**config.mk**
```make
export PLATFORM = sky130hd
export DESIGN_NAME = drive_wheel_command
export DESIGN_NICKNAME = d
export VERILOG_FILES = /design/src/sv/dwc_pkg.sv /design/src/sv/dwc_front.sv /design/src/sv/dwc_queue.sv /design/src/sv/dwc_back.sv /design/src/sv/drive_wheel_command.sv
export SDC_FILE = /design/constraint.sdc
export NUM_CORES = 2
export LEC_CHECK = 0
export ABC_CLOCK_PERIOD_IN_PS = 12250
export BUFFER_PORTS_ARGS = -buffer_cell sky130_fd_sc_hd__buf_2
export CAP_MARGIN = 10
export CORE_MARGIN = 8
export CORE_UTILIZATION = 60
export CTS_CLUSTER_DIAMETER = 50
export DETAILED_ROUTE_END_ITERATION = 16
export PLACE_DENSITY = 0.78
export SLEW_MARGIN = 5
export SYNTH_ARGS = -nofsm -noshare
export SYNTH_HDL_FRONTEND = slang
export SYNTH_SLANG_ARGS = --single-unit
export TNS_END_PERCENT = 30
```
**constraint.sdc**
```tcl
create_clock -name clk -period 12.25 [get_ports clk]
set_input_delay 1.8375 -clock clk [delete_from_list [all_inputs] [get_ports clk]]
set_output_delay 1.8375 -clock clk [all_outputs]
set_load 0.02 [all_outputs]
```
**src/sv/dwc_pkg.sv**
```systemverilog
// ----------------------------------------------------------------------------
// dwc_pkg - shared types and constants for the drive wheel command block
// Mode codes, wheel pin codes, register indexes, the command control word
// passed from the front end to the back end, and the back-end state type.
// ----------------------------------------------------------------------------
package dwc_pkg;

  // Duty output width and pin code width
  localparam int DUTY_W = 15;
  localparam int PIN_W  = 2;
  localparam int GAIN_W = 32;
  localparam int NUM_WHEELS = 4;

  // Drive modes as stored in the mode register
  typedef enum logic [1:0] {
    MODE_FRONT_BACK = 2'd0,
    MODE_LEFT_RIGHT = 2'd1,
    MODE_ROTATE     = 2'd2
  } mode_t;

  // H-bridge pin codes
  typedef enum logic [PIN_W-1:0] {
    PIN_OFF = 2'd0,
    PIN_IN2 = 2'd1,
    PIN_IN1 = 2'd2
  } pin_code_t;

  // Configuration register indexes
  localparam logic [1:0] REG_GAIN_FL = 2'd0;
  localparam logic [1:0] REG_GAIN_FR = 2'd1;
  localparam logic [1:0] REG_GAIN_RL = 2'd2;
  localparam logic [1:0] REG_GAIN_RR = 2'd3;

  // Classified command control bits: pin2_* is set when a nonzero speed on
  // that side should drive the in1-high code
  typedef struct packed {
    logic  reorient;
    mode_t mode;
    logic  use_z;
    logic  pin2_left;
    logic  pin2_right;
  } cmd_ctrl_t;

  // Back-end sequencer states
  typedef enum logic [2:0] {
    BK_IDLE,
    BK_SQ_X,
    BK_SQ_Y,
    BK_SUM,
    BK_ROOT,
    BK_MUL,
    BK_SAT,
    BK_EMIT
  } back_state_t;

endpackage

```
**src/sv/dwc_front.sv**
```systemverilog
// ----------------------------------------------------------------------------
// dwc_front - command classifier
// Accepts velocity beats, updates the drive mode, works out magnitudes and
// wheel direction flags, and pushes the classified command into the queue.
// ----------------------------------------------------------------------------
module dwc_front
  import dwc_pkg::*;
#(
  parameter int VELOCITY_WIDTH = 16
) (
  input  logic                             clk,
  input  logic                             rst_n,
  input  logic                             in_valid,
  output logic                             in_ready,
  input  logic signed [VELOCITY_WIDTH-1:0] in_x_velocity,
  input  logic signed [VELOCITY_WIDTH-1:0] in_y_velocity,
  input  logic signed [VELOCITY_WIDTH-1:0] in_z_velocity,
  input  logic                             q_full,
  output logic                             q_push,
  output cmd_ctrl_t                        q_ctrl,
  output logic        [VELOCITY_WIDTH-1:0] q_mag_x,
  output logic        [VELOCITY_WIDTH-1:0] q_mag_y,
  output logic        [VELOCITY_WIDTH-1:0] q_mag_z
);

  mode_t mode_r;
  mode_t mode_nxt;
  logic  reorient;
  logic  x_nz, y_nz, z_nz;
  logic  x_neg, y_neg, z_neg;
  logic  neg_all;
  logic  lr;
  logic  neg_left, neg_right;

  assign in_ready = !q_full;
  assign q_push   = in_valid && in_ready;

  // Classify the beat
  always_comb begin
    x_nz  = (in_x_velocity != '0);
    y_nz  = (in_y_velocity != '0);
    z_nz  = (in_z_velocity != '0);
    x_neg = in_x_velocity[VELOCITY_WIDTH-1];
    y_neg = in_y_velocity[VELOCITY_WIDTH-1];
    z_neg = in_z_velocity[VELOCITY_WIDTH-1];

    mode_nxt = mode_r;
    reorient = 1'b0;
    if ((x_nz && mode_r != MODE_LEFT_RIGHT) || (y_nz && mode_r != MODE_FRONT_BACK)) begin
      mode_nxt = x_nz ? MODE_LEFT_RIGHT : MODE_FRONT_BACK;
      reorient = 1'b1;
    end else if (z_nz && mode_r != MODE_ROTATE) begin
      mode_nxt = MODE_ROTATE;
      reorient = 1'b1;
    end

    // Wheel signs: left wheels follow z, right wheels follow -z
    neg_all   = x_neg || y_neg;
    lr        = (mode_nxt == MODE_LEFT_RIGHT);
    neg_left  = (z_nz && z_neg) ^ neg_all ^ lr;
    neg_right = (z_nz && !z_neg) ^ neg_all;

    q_ctrl.reorient   = reorient;
    q_ctrl.mode       = mode_nxt;
    q_ctrl.use_z      = z_nz;
    q_ctrl.pin2_left  = neg_left;
    q_ctrl.pin2_right = !neg_right;

    // Magnitudes; the most negative value maps to its unsigned magnitude
    q_mag_x = x_neg ? (VELOCITY_WIDTH'(~in_x_velocity) + VELOCITY_WIDTH'(1))
                    : VELOCITY_WIDTH'(in_x_velocity);
    q_mag_y = y_neg ? (VELOCITY_WIDTH'(~in_y_velocity) + VELOCITY_WIDTH'(1))
                    : VELOCITY_WIDTH'(in_y_velocity);
    q_mag_z = z_neg ? (VELOCITY_WIDTH'(~in_z_velocity) + VELOCITY_WIDTH'(1))
                    : VELOCITY_WIDTH'(in_z_velocity);
  end

  // Hold the mode between beats
  always_ff @(posedge clk) begin
    if (!rst_n) begin
      mode_r <= MODE_FRONT_BACK;
    end else if (q_push) begin
      mode_r <= mode_nxt;
    end
  end

`ifndef NO_ASSERTIONS
  a_mode_kept: assert property (@(posedge clk) disable iff (!rst_n)
    q_push && !q_ctrl.reorient |=> $stable(mode_r))
    else $error("mode changed without reorient");
`endif

endmodule

```
**src/sv/dwc_queue.sv**
```systemverilog
// ----------------------------------------------------------------------------
// dwc_queue - two-entry command queue
// Decouples the classifier from the wheel sequencer.
// ----------------------------------------------------------------------------
module dwc_queue
  import dwc_pkg::*;
#(
  parameter int DATA_W = 56
) (
  input  logic              clk,
  input  logic              rst_n,
  input  logic              push,
  input  logic [DATA_W-1:0] push_data,
  input  logic              pop,
  output logic [DATA_W-1:0] pop_data,
  output logic              full,
  output logic              empty
);

  logic [DATA_W-1:0] entry_r [2];
  logic              wr_ptr_r;
  logic              rd_ptr_r;
  logic [1:0]        count_r;

  assign full     = (count_r == 2'd2);
  assign empty    = (count_r == 2'd0);
  assign pop_data = entry_r[rd_ptr_r];

  // Store entries
  always_ff @(posedge clk) begin
    if (push) begin
      entry_r[wr_ptr_r] <= push_data;
    end
  end

  // Advance pointers and count
  always_ff @(posedge clk) begin
    if (!rst_n) begin
      wr_ptr_r <= 1'b0;
      rd_ptr_r <= 1'b0;
      count_r  <= 2'd0;
    end else begin
      if (push) begin
        wr_ptr_r <= !wr_ptr_r;
      end
      if (pop) begin
        rd_ptr_r <= !rd_ptr_r;
      end
      if (push && !pop) begin
        count_r <= count_r + 2'd1;
      end else if (pop && !push) begin
        count_r <= count_r - 2'd1;
      end
    end
  end

`ifndef NO_ASSERTIONS
  a_no_overflow: assert property (@(posedge clk) disable iff (!rst_n)
    !(push && full && !pop))
    else $error("push into full queue");
  a_no_underflow: assert property (@(posedge clk) disable iff (!rst_n)
    !(pop && empty))
    else $error("pop from empty queue");
`endif

endmodule

```
**src/sv/dwc_back.sv**
```systemverilog
// ----------------------------------------------------------------------------
// dwc_back - wheel speed sequencer
// Squares and sums the planar magnitudes, takes an integer square root one
// bit a cycle (both skipped for rotate commands), scales each wheel by its
// gain on a shared multiplier, saturates, and loads the result register.
// ----------------------------------------------------------------------------
module dwc_back
  import dwc_pkg::*;
#(
  parameter int VELOCITY_WIDTH = 16,
  parameter int DUTY_LIMIT     = 16800
) (
  input  logic                      clk,
  input  logic                      rst_n,
  input  logic                      q_empty,
  output logic                      q_pop,
  input  cmd_ctrl_t                 q_ctrl,
  input  logic [VELOCITY_WIDTH-1:0] q_mag_x,
  input  logic [VELOCITY_WIDTH-1:0] q_mag_y,
  input  logic [VELOCITY_WIDTH-1:0] q_mag_z,
  input  logic [GAIN_W-1:0]         gain [NUM_WHEELS],
  output logic                      out_valid,
  input  logic                      out_ready,
  output logic                      out_reorient,
  output logic [1:0]                out_drive_mode,
  output logic [DUTY_W-1:0]         out_duty [NUM_WHEELS],
  output logic [PIN_W-1:0]          out_pins [NUM_WHEELS]
);

  localparam int VW    = VELOCITY_WIDTH;
  localparam int PROD_W = VW + GAIN_W;
  localparam int SCL_W  = PROD_W - 16;
  localparam int RAD_W  = 2 * VW;
  localparam int REM_W  = VW + 2;
  localparam int CNT_W  = $clog2(VW);
  localparam logic [SCL_W-1:0] LIMIT = SCL_W'(DUTY_LIMIT);

  back_state_t state_r, state_nxt;

  cmd_ctrl_t         ctrl_r;
  logic [VW-1:0]     mag_x_r, mag_y_r, mag_r;
  logic [PROD_W-1:0] prod_r;
  logic [RAD_W-1:0]  acc_r, rad_r;
  logic [REM_W-1:0]  rem_r;
  logic [VW-1:0]     root_r;
  logic [CNT_W-1:0]  cnt_r;
  logic [1:0]        wheel_r;
  logic [DUTY_W-1:0] duty_stg_r [NUM_WHEELS];
  pin_code_t         pins_stg_r [NUM_WHEELS];
  logic              out_valid_r;

  logic [VW-1:0]     mul_a;
  logic [GAIN_W-1:0] mul_b;
  logic [PROD_W-1:0] prod;
  logic              load_out;
  logic [REM_W+1:0]  rem_sh, trial;
  logic              root_ge;
  logic [SCL_W-1:0]  scaled, sat;
  logic              pin2;

  // Next state
  always_comb begin
    state_nxt = state_r;
    unique case (state_r)
      BK_IDLE: begin
        if (!q_empty) begin
          state_nxt = q_ctrl.use_z ? BK_MUL : BK_SQ_X;
        end
      end
      BK_SQ_X: state_nxt = BK_SQ_Y;
      BK_SQ_Y: state_nxt = BK_SUM;
      BK_SUM:  state_nxt = BK_ROOT;
      BK_ROOT: begin
        if (cnt_r == '0) begin
          state_nxt = BK_MUL;
        end
      end
      BK_MUL:  state_nxt = BK_SAT;
      BK_SAT:  state_nxt = (wheel_r == 2'd3) ? BK_EMIT : BK_MUL;
      BK_EMIT: begin
        if (!out_valid_r || out_ready) begin
          state_nxt = BK_IDLE;
        end
      end
      default: state_nxt = BK_IDLE;
    endcase
  end

  // Control outputs and multiplier operand select
  always_comb begin
    q_pop    = (state_r == BK_IDLE) && !q_empty;
    load_out = (state_r == BK_EMIT) && (!out_valid_r || out_ready);
    mul_a    = mag_r;
    mul_b    = gain[wheel_r];
    unique case (state_r)
      BK_SQ_X: begin
        mul_a = mag_x_r;
        mul_b = GAIN_W'(mag_x_r);
      end
      BK_SQ_Y: begin
        mul_a = mag_y_r;
        mul_b = GAIN_W'(mag_y_r);
      end
      default: begin
        mul_a = mag_r;
        mul_b = gain[wheel_r];
      end
    endcase
  end

  // Shared multiplier, root step and saturation
  always_comb begin
    prod    = PROD_W'(mul_a) * PROD_W'(mul_b);
    rem_sh  = {rem_r, rad_r[RAD_W-1 -: 2]};
    trial   = {2'b00, root_r, 2'b01};
    root_ge = (rem_sh >= trial);
    scaled  = prod_r[PROD_W-1:16];
    sat     = (scaled > LIMIT) ? LIMIT : scaled;
    pin2    = wheel_r[0] ? ctrl_r.pin2_right : ctrl_r.pin2_left;
  end

  // Sequencer state and result valid
  always_ff @(posedge clk) begin
    if (!rst_n) begin
      state_r     <= BK_IDLE;
      out_valid_r <= 1'b0;
    end else begin
      state_r <= state_nxt;
      if (load_out) begin
        out_valid_r <= 1'b1;
      end else if (out_ready) begin
        out_valid_r <= 1'b0;
      end
    end
  end

  // Datapath
  always_ff @(posedge clk) begin
    unique case (state_r)
      BK_IDLE: begin
        ctrl_r  <= q_ctrl;
        mag_x_r <= q_mag_x;
        mag_y_r <= q_mag_y;
        mag_r   <= q_mag_z;
        wheel_r <= 2'd0;
      end
      BK_SQ_X: prod_r <= prod;
      BK_SQ_Y: begin
        acc_r  <= prod_r[RAD_W-1:0];
        prod_r <= prod;
      end
      BK_SUM: begin
        rad_r  <= acc_r + prod_r[RAD_W-1:0];
        rem_r  <= '0;
        root_r <= '0;
        cnt_r  <= CNT_W'(VW - 1);
      end
      BK_ROOT: begin
        rad_r  <= {rad_r[RAD_W-3:0], 2'b00};
        rem_r  <= root_ge ? REM_W'(rem_sh - trial) : REM_W'(rem_sh);
        root_r <= {root_r[VW-2:0], root_ge};
        cnt_r  <= cnt_r - CNT_W'(1);
        mag_r  <= {root_r[VW-2:0], root_ge};
      end
      BK_MUL: prod_r <= prod;
      BK_SAT: begin
        duty_stg_r[wheel_r] <= sat[DUTY_W-1:0];
        if (sat == '0) begin
          pins_stg_r[wheel_r] <= PIN_OFF;
        end else begin
          pins_stg_r[wheel_r] <= pin2 ? PIN_IN1 : PIN_IN2;
        end
        wheel_r <= wheel_r + 2'd1;
      end
      BK_EMIT: begin
        if (load_out) begin
          out_reorient   <= ctrl_r.reorient;
          out_drive_mode <= ctrl_r.mode;
          for (int i = 0; i < NUM_WHEELS; i++) begin
            out_duty[i] <= duty_stg_r[i];
            out_pins[i] <= pins_stg_r[i];
          end
        end
      end
      default: begin
        wheel_r <= wheel_r;
      end
    endcase
  end

  assign out_valid = out_valid_r;

`ifndef NO_ASSERTIONS
  a_sat_to_emit: assert property (@(posedge clk) disable iff (!rst_n)
    state_r == BK_SAT && wheel_r == 2'd3 |=> state_r == BK_EMIT)
    else $error("wheel sequence did not end in emit");
  a_load_sets_valid: assert property (@(posedge clk) disable iff (!rst_n)
    load_out |=> out_valid_r && state_r == BK_IDLE)
    else $error("result load lost");
  a_pins_legal: assert property (@(posedge clk) disable iff (!rst_n)
    out_valid_r |-> out_pins[0] != 2'd3 && out_pins[1] != 2'd3 &&
                    out_pins[2] != 2'd3 && out_pins[3] != 2'd3)
    else $error("illegal pin code");
`endif

endmodule

```
**src/sv/drive_wheel_command.sv**
```systemverilog
// ----------------------------------------------------------------------------
// drive_wheel_command - body velocity to wheel duty and direction
// Tracks the drive mode, turns each velocity command into four wheel speeds,
// scales them by per-wheel gains and gives duty magnitudes and pin codes.
//
//   channel  handshake            payload
//   in_      in_valid/in_ready    x, y, z velocity
//   out_     out_valid/out_ready  reorient, mode, 4 duty, 4 pin codes
//   cfg_     cfg_we               cfg_index, cfg_data (wheel gains)
//
// In the back end a planar command runs two squarings on the shared
// multiplier, a sum, one root bit a cycle, then a gain multiply and a
// saturation step per wheel. A rotate command skips the squarings and the
// root. The two-entry queue lets the front accept beats while the back end
// or a stalled output is busy. Reset is synchronous and active low; it sets
// front-back mode and zero gains.
// ----------------------------------------------------------------------------
module drive_wheel_command
  import dwc_pkg::*;
#(
  parameter int VELOCITY_WIDTH = 16,
  parameter int DUTY_LIMIT     = 16800
) (
  input  logic                             clk,
  input  logic                             rst_n,
  input  logic                             in_valid,
  output logic                             in_ready,
  input  logic signed [VELOCITY_WIDTH-1:0] in_x_velocity,
  input  logic signed [VELOCITY_WIDTH-1:0] in_y_velocity,
  input  logic signed [VELOCITY_WIDTH-1:0] in_z_velocity,
  output logic                             out_valid,
  input  logic                             out_ready,
  output logic                             out_reorient,
  output logic        [1:0]                out_drive_mode,
  output logic        [DUTY_W-1:0]         out_duty_front_left,
  output logic        [DUTY_W-1:0]         out_duty_front_right,
  output logic        [DUTY_W-1:0]         out_duty_rear_left,
  output logic        [DUTY_W-1:0]         out_duty_rear_right,
  output logic        [PIN_W-1:0]          out_pins_front_left,
  output logic        [PIN_W-1:0]          out_pins_front_right,
  output logic        [PIN_W-1:0]          out_pins_rear_left,
  output logic        [PIN_W-1:0]          out_pins_rear_right,
  input  logic                             cfg_we,
  input  logic        [1:0]                cfg_index,
  input  logic        [GAIN_W-1:0]         cfg_data
);

  localparam int VW     = VELOCITY_WIDTH;
  localparam int CTRL_W = $bits(cmd_ctrl_t);
  localparam int Q_W    = CTRL_W + 3 * VW;

  logic [GAIN_W-1:0] gain_r [NUM_WHEELS];

  logic       q_push, q_pop, q_full, q_empty;
  cmd_ctrl_t  f_ctrl, b_ctrl;
  logic [VW-1:0] f_mag_x, f_mag_y, f_mag_z;
  logic [VW-1:0] b_mag_x, b_mag_y, b_mag_z;
  logic [Q_W-1:0] q_wdata, q_rdata;
  logic [DUTY_W-1:0] duty [NUM_WHEELS];
  logic [PIN_W-1:0]  pins [NUM_WHEELS];

  // Gain registers
  always_ff @(posedge clk) begin
    if (!rst_n) begin
      for (int i = 0; i < NUM_WHEELS; i++) begin
        gain_r[i] <= '0;
      end
    end else if (cfg_we) begin
      unique case (cfg_index)
        REG_GAIN_FL: gain_r[0] <= cfg_data;
        REG_GAIN_FR: gain_r[1] <= cfg_data;
        REG_GAIN_RL: gain_r[2] <= cfg_data;
        REG_GAIN_RR: gain_r[3] <= cfg_data;
        default:     gain_r[0] <= gain_r[0];
      endcase
    end
  end

  dwc_front #(
    .VELOCITY_WIDTH (VW)
  ) u_front (
    .clk           (clk),
    .rst_n         (rst_n),
    .in_valid      (in_valid),
    .in_ready      (in_ready),
    .in_x_velocity (in_x_velocity),
    .in_y_velocity (in_y_velocity),
    .in_z_velocity (in_z_velocity),
    .q_full        (q_full),
    .q_push        (q_push),
    .q_ctrl        (f_ctrl),
    .q_mag_x       (f_mag_x),
    .q_mag_y       (f_mag_y),
    .q_mag_z       (f_mag_z)
  );

  // Pack and unpack queue entries
  assign q_wdata = {f_ctrl, f_mag_x, f_mag_y, f_mag_z};
  assign {b_ctrl, b_mag_x, b_mag_y, b_mag_z} = q_rdata;

  dwc_queue #(
    .DATA_W (Q_W)
  ) u_queue (
    .clk       (clk),
    .rst_n     (rst_n),
    .push      (q_push),
    .push_data (q_wdata),
    .pop       (q_pop),
    .pop_data  (q_rdata),
    .full      (q_full),
    .empty     (q_empty)
  );

  dwc_back #(
    .VELOCITY_WIDTH (VW),
    .DUTY_LIMIT     (DUTY_LIMIT)
  ) u_back (
    .clk            (clk),
    .rst_n          (rst_n),
    .q_empty        (q_empty),
    .q_pop          (q_pop),
    .q_ctrl         (b_ctrl),
    .q_mag_x        (b_mag_x),
    .q_mag_y        (b_mag_y),
    .q_mag_z        (b_mag_z),
    .gain           (gain_r),
    .out_valid      (out_valid),
    .out_ready      (out_ready),
    .out_reorient   (out_reorient),
    .out_drive_mode (out_drive_mode),
    .out_duty       (duty),
    .out_pins       (pins)
  );

  assign out_duty_front_left  = duty[0];
  assign out_duty_front_right = duty[1];
  assign out_duty_rear_left   = duty[2];
  assign out_duty_rear_right  = duty[3];
  assign out_pins_front_left  = pins[0];
  assign out_pins_front_right = pins[1];
  assign out_pins_rear_left   = pins[2];
  assign out_pins_rear_right  = pins[3];

endmodule
```
==> results_dict.tcl <==
set metrics [dict create \
    fin_crit_sh 0.775 \
    clock_latency_ns 0.62 \
    outcome "complete, no violations" \
    ys_seq_elements 591 \
    cts_tree "yes" \
    skew_ns 0.0443 \
    cts_setup_buffers 0 \
    ys_warn_count 0 \
    tightestPinTransition_ns 1.20 \
    worst_ep_arrival_time_ns 9.86 \
    max_slew_margin 0.198 \
    start_util 0.606 \
    whs_path_depth 0 \
    cts_root_buf "clkbuf_16" \
    syn_nets 4695 \
    path_clk_slew_ns 0.06 \
    layout-drive-gt1-share 0.104 \
    fin_setup_tns_ns 0 \
    routed_via_density 5.76 \
    chipWidth_um 279 \
    hold_viol_final 0 \
    io_pins 160 \
    timing.fmax_ghz 0.105 \
    core_area_um2 68600 \
    cp_common_cell "fa_1" \
    final_max_slew_viol_count 0 \
    syn_avg_cell_area_um2 10.4 \
    period_needed_ns 9.50 \
    die_y_um 279 \
    route.vias.total 29352 \
    crit_path_max_fanout 59 \
    worstSetupPathDepth 27 \
    synth_flop_cell "edfxtp_1" \
    drtAntennaViolNets 0 \
    antenna_found_initial 2 \
    slowest_delay_ns 0.91 \
    synthCells 4011 \
    grt_start_max_net_pins 80 \
    rsz0062_at_grt "no" \
    final_core_util 0.665 \
    area_growth_syn_to_layout_pct 9.84 \
    crit_type "register to register" \
    cts_sinks 591 \
    grtUsageTotal 0.255 \
    dp_hpwl_um 74100 \
    start_kind "register" \
    die-area_um2 77900 \
    cts_hold_buf 0 \
    synth_edf_count 452 \
    wirelength_um 99700 \
    wl_per_cell_um 19.6 \
    worstRegToRegCells 27 \
    cts_htree_levels 3 \
    setup_viol 0 \
    slowest_stage "nand2_1" \
    grt_pass1_vias 29372 \
    drc 0 \
    worst-path-buf-inv 6 \
    end_kind "register" \
    hold_class "register to register" \
    yosysSeqAreaShare 0.394 \
    syn_area_um2 41500 \
    initialDrtViolationCount 2597 \
    cp_top_family "adder cells" \
    synthArstFlopShare 0 \
    grt_pass1_wl_um 158000 \
    fill_cells 5150 \
    crit_required_ns 12.61 \
    cts_made_buffers 69 \
    grt_overflow 0 \
    rows 96 \
    r2r_slack_ns 2.75 \
    yosysUniqueCellTypes 72 \
    gp_congestion 1.01 \
    clk_path_buf_depth 3 \
    cap_viol_max_count 0 \
    io_buffers 159 \
    cts_resized 0 \
    nets 4793 \
    first_pass_iters 6 \
]
cells in the mapped netlist, types with 16 or more instances:
cell	n	area [µm²]
dfxtp_1	139	2780
and2_1	31	194
o31ai_1	17	128
inv_1	506	1900
nand2b_1	28	175
nand3_1	29	145
mux2_2	50	563
mux2i_1	30	300
o21ai_0	109	546
ha_1	178	2230
a21o_1	59	443
nor2_1	318	1190
xor2_1	37	324
edfxtp_1	452	13600
and3_1	23	144
nor3_1	28	140
nor2b_1	31	194
mux4_2	21	473
a21oi_1	151	756
fa_1	419	8390
o21bai_1	30	225
a21boi_0	133	998
clkbuf_1	153	574
nand4_1	16	100
xnor2_1	95	832
nand2_1	724	2720
per-layer routing:
layer	up-vias	GRT usage	routed length, µm
met4	2	0.111	4370
met5	-	0	13
li1	13390	-	-
met2	1390	0.397	44800
met3	252	0.0606	9270
met1	14318	0.340	41300
flip-flops by register name (all words and copies together), names as in the netlist, 18 cells and up, named ones only:
| register | flops |
|---|---|
| u_back.rad_r | 32 |
| u_back.rem_r | 18 |
| u_back.prod_r | 48 |
| gain_r | 128 |
| u_queue.entry_r | 108 |
| u_back.duty_stg_r | 60 |
| u_back.acc_r | 32 |
cell type report:
| cell class | instances | area (µm²) | share of cell area |
|---|---|---|---|
| clock inverter | 44 | 513 | 0.0112 |
| tap | 931 | 1160 | 0.0255 |
| sequential | 591 | 16400 | 0.359 |
| inverter | 506 | 1900 | 0.0416 |
| timing repair buffer | 201 | 1110 | 0.0244 |
| antenna | 1 | 2.50 | 0.0000549 |
| clock buffer | 81 | 1860 | 0.0407 |
| multi-input combinational | 2740 | 22700 | 0.498 |
cells in the final DEF, fill, tap and decap left out, types with 21 or more instances in the layout:
cell       Yosys  final
nor2_1       318    314
a21o_1        59     59
and2_1        31     30
edfxtp_1     452    452
dfxtp_1      139    138
mux2_2        50     50
nand2b_1      28     27
inv_1        506    506
fa_1         419    419
ha_1         178    178
buf_4          0     42
xor2_1        37     37
nand3_1       29     28
nand2_1      724    723
buf_2         10    159
nor2b_1       31     30
nor3_1        28     26
and3_1        23     22
xnor2_1       95     95
a21boi_0     133    133
a21oi_1      151    146
o21bai_1      30     30
mux2i_1       30     30
clkbuf_16      0     71
mux4_2        21     21
o21ai_0      109    108
through the flow:
| stage | instances | hold WS [ns] | cell area [µm²] | setup slack, ns |
|---|---|---|---|---|
| floorplan | 4011 | 0.400 | 41500 | 4.07 |
| global placement | 4969 | 0.400 | 43200 | 3.18 |
| detailed placement | 4969 | 0.405 | 43300 | 2.92 |
| CTS | 5094 | 0.385 | 45600 | 2.81 |
| global route | 5094 | 0.394 | 45600 | 2.07 |
| finish | 5095 | 0.386 | 45600 | 2.75 |
cells by family (layout without fill, tap and decap cells):
| logic type | Yosys count | count (layout) | synth area share |
|---|---|---|---|
| AOI/OAI and AO/OA | 613 | 613 | 0.0963 |
| xor gates and xnor gates | 132 | 132 | 0.0278 |
| adders and majority gates | 597 | 597 | 0.256 |
| buffers and inverters | 680 | 832 | 0.0618 |
| DFF | 591 | 591 | 0.394 |
| muxes | 101 | 101 | 0.0322 |
| other | 0 | 1 | 0 |
| and+or+nand+nor | 1297 | 1297 | 0.133 |
path summary, 6_finish.rpt:
kind	from	endpoint
worst max-delay path	u_back.state_r[1]	u_back.prod_r[45]
worst min-delay path	u_back.duty_stg_r[0][10]	out_duty_front_left[10]
worst max register to register	u_back.state_r[1]	u_back.prod_r[45]
worst min register to register	u_back.duty_stg_r[0][10]	out_duty_front_left[10]
Power is left out: the tool's default activity adds up to more than one toggle a clock period on the data nets, which glitch-free logic cannot reach.
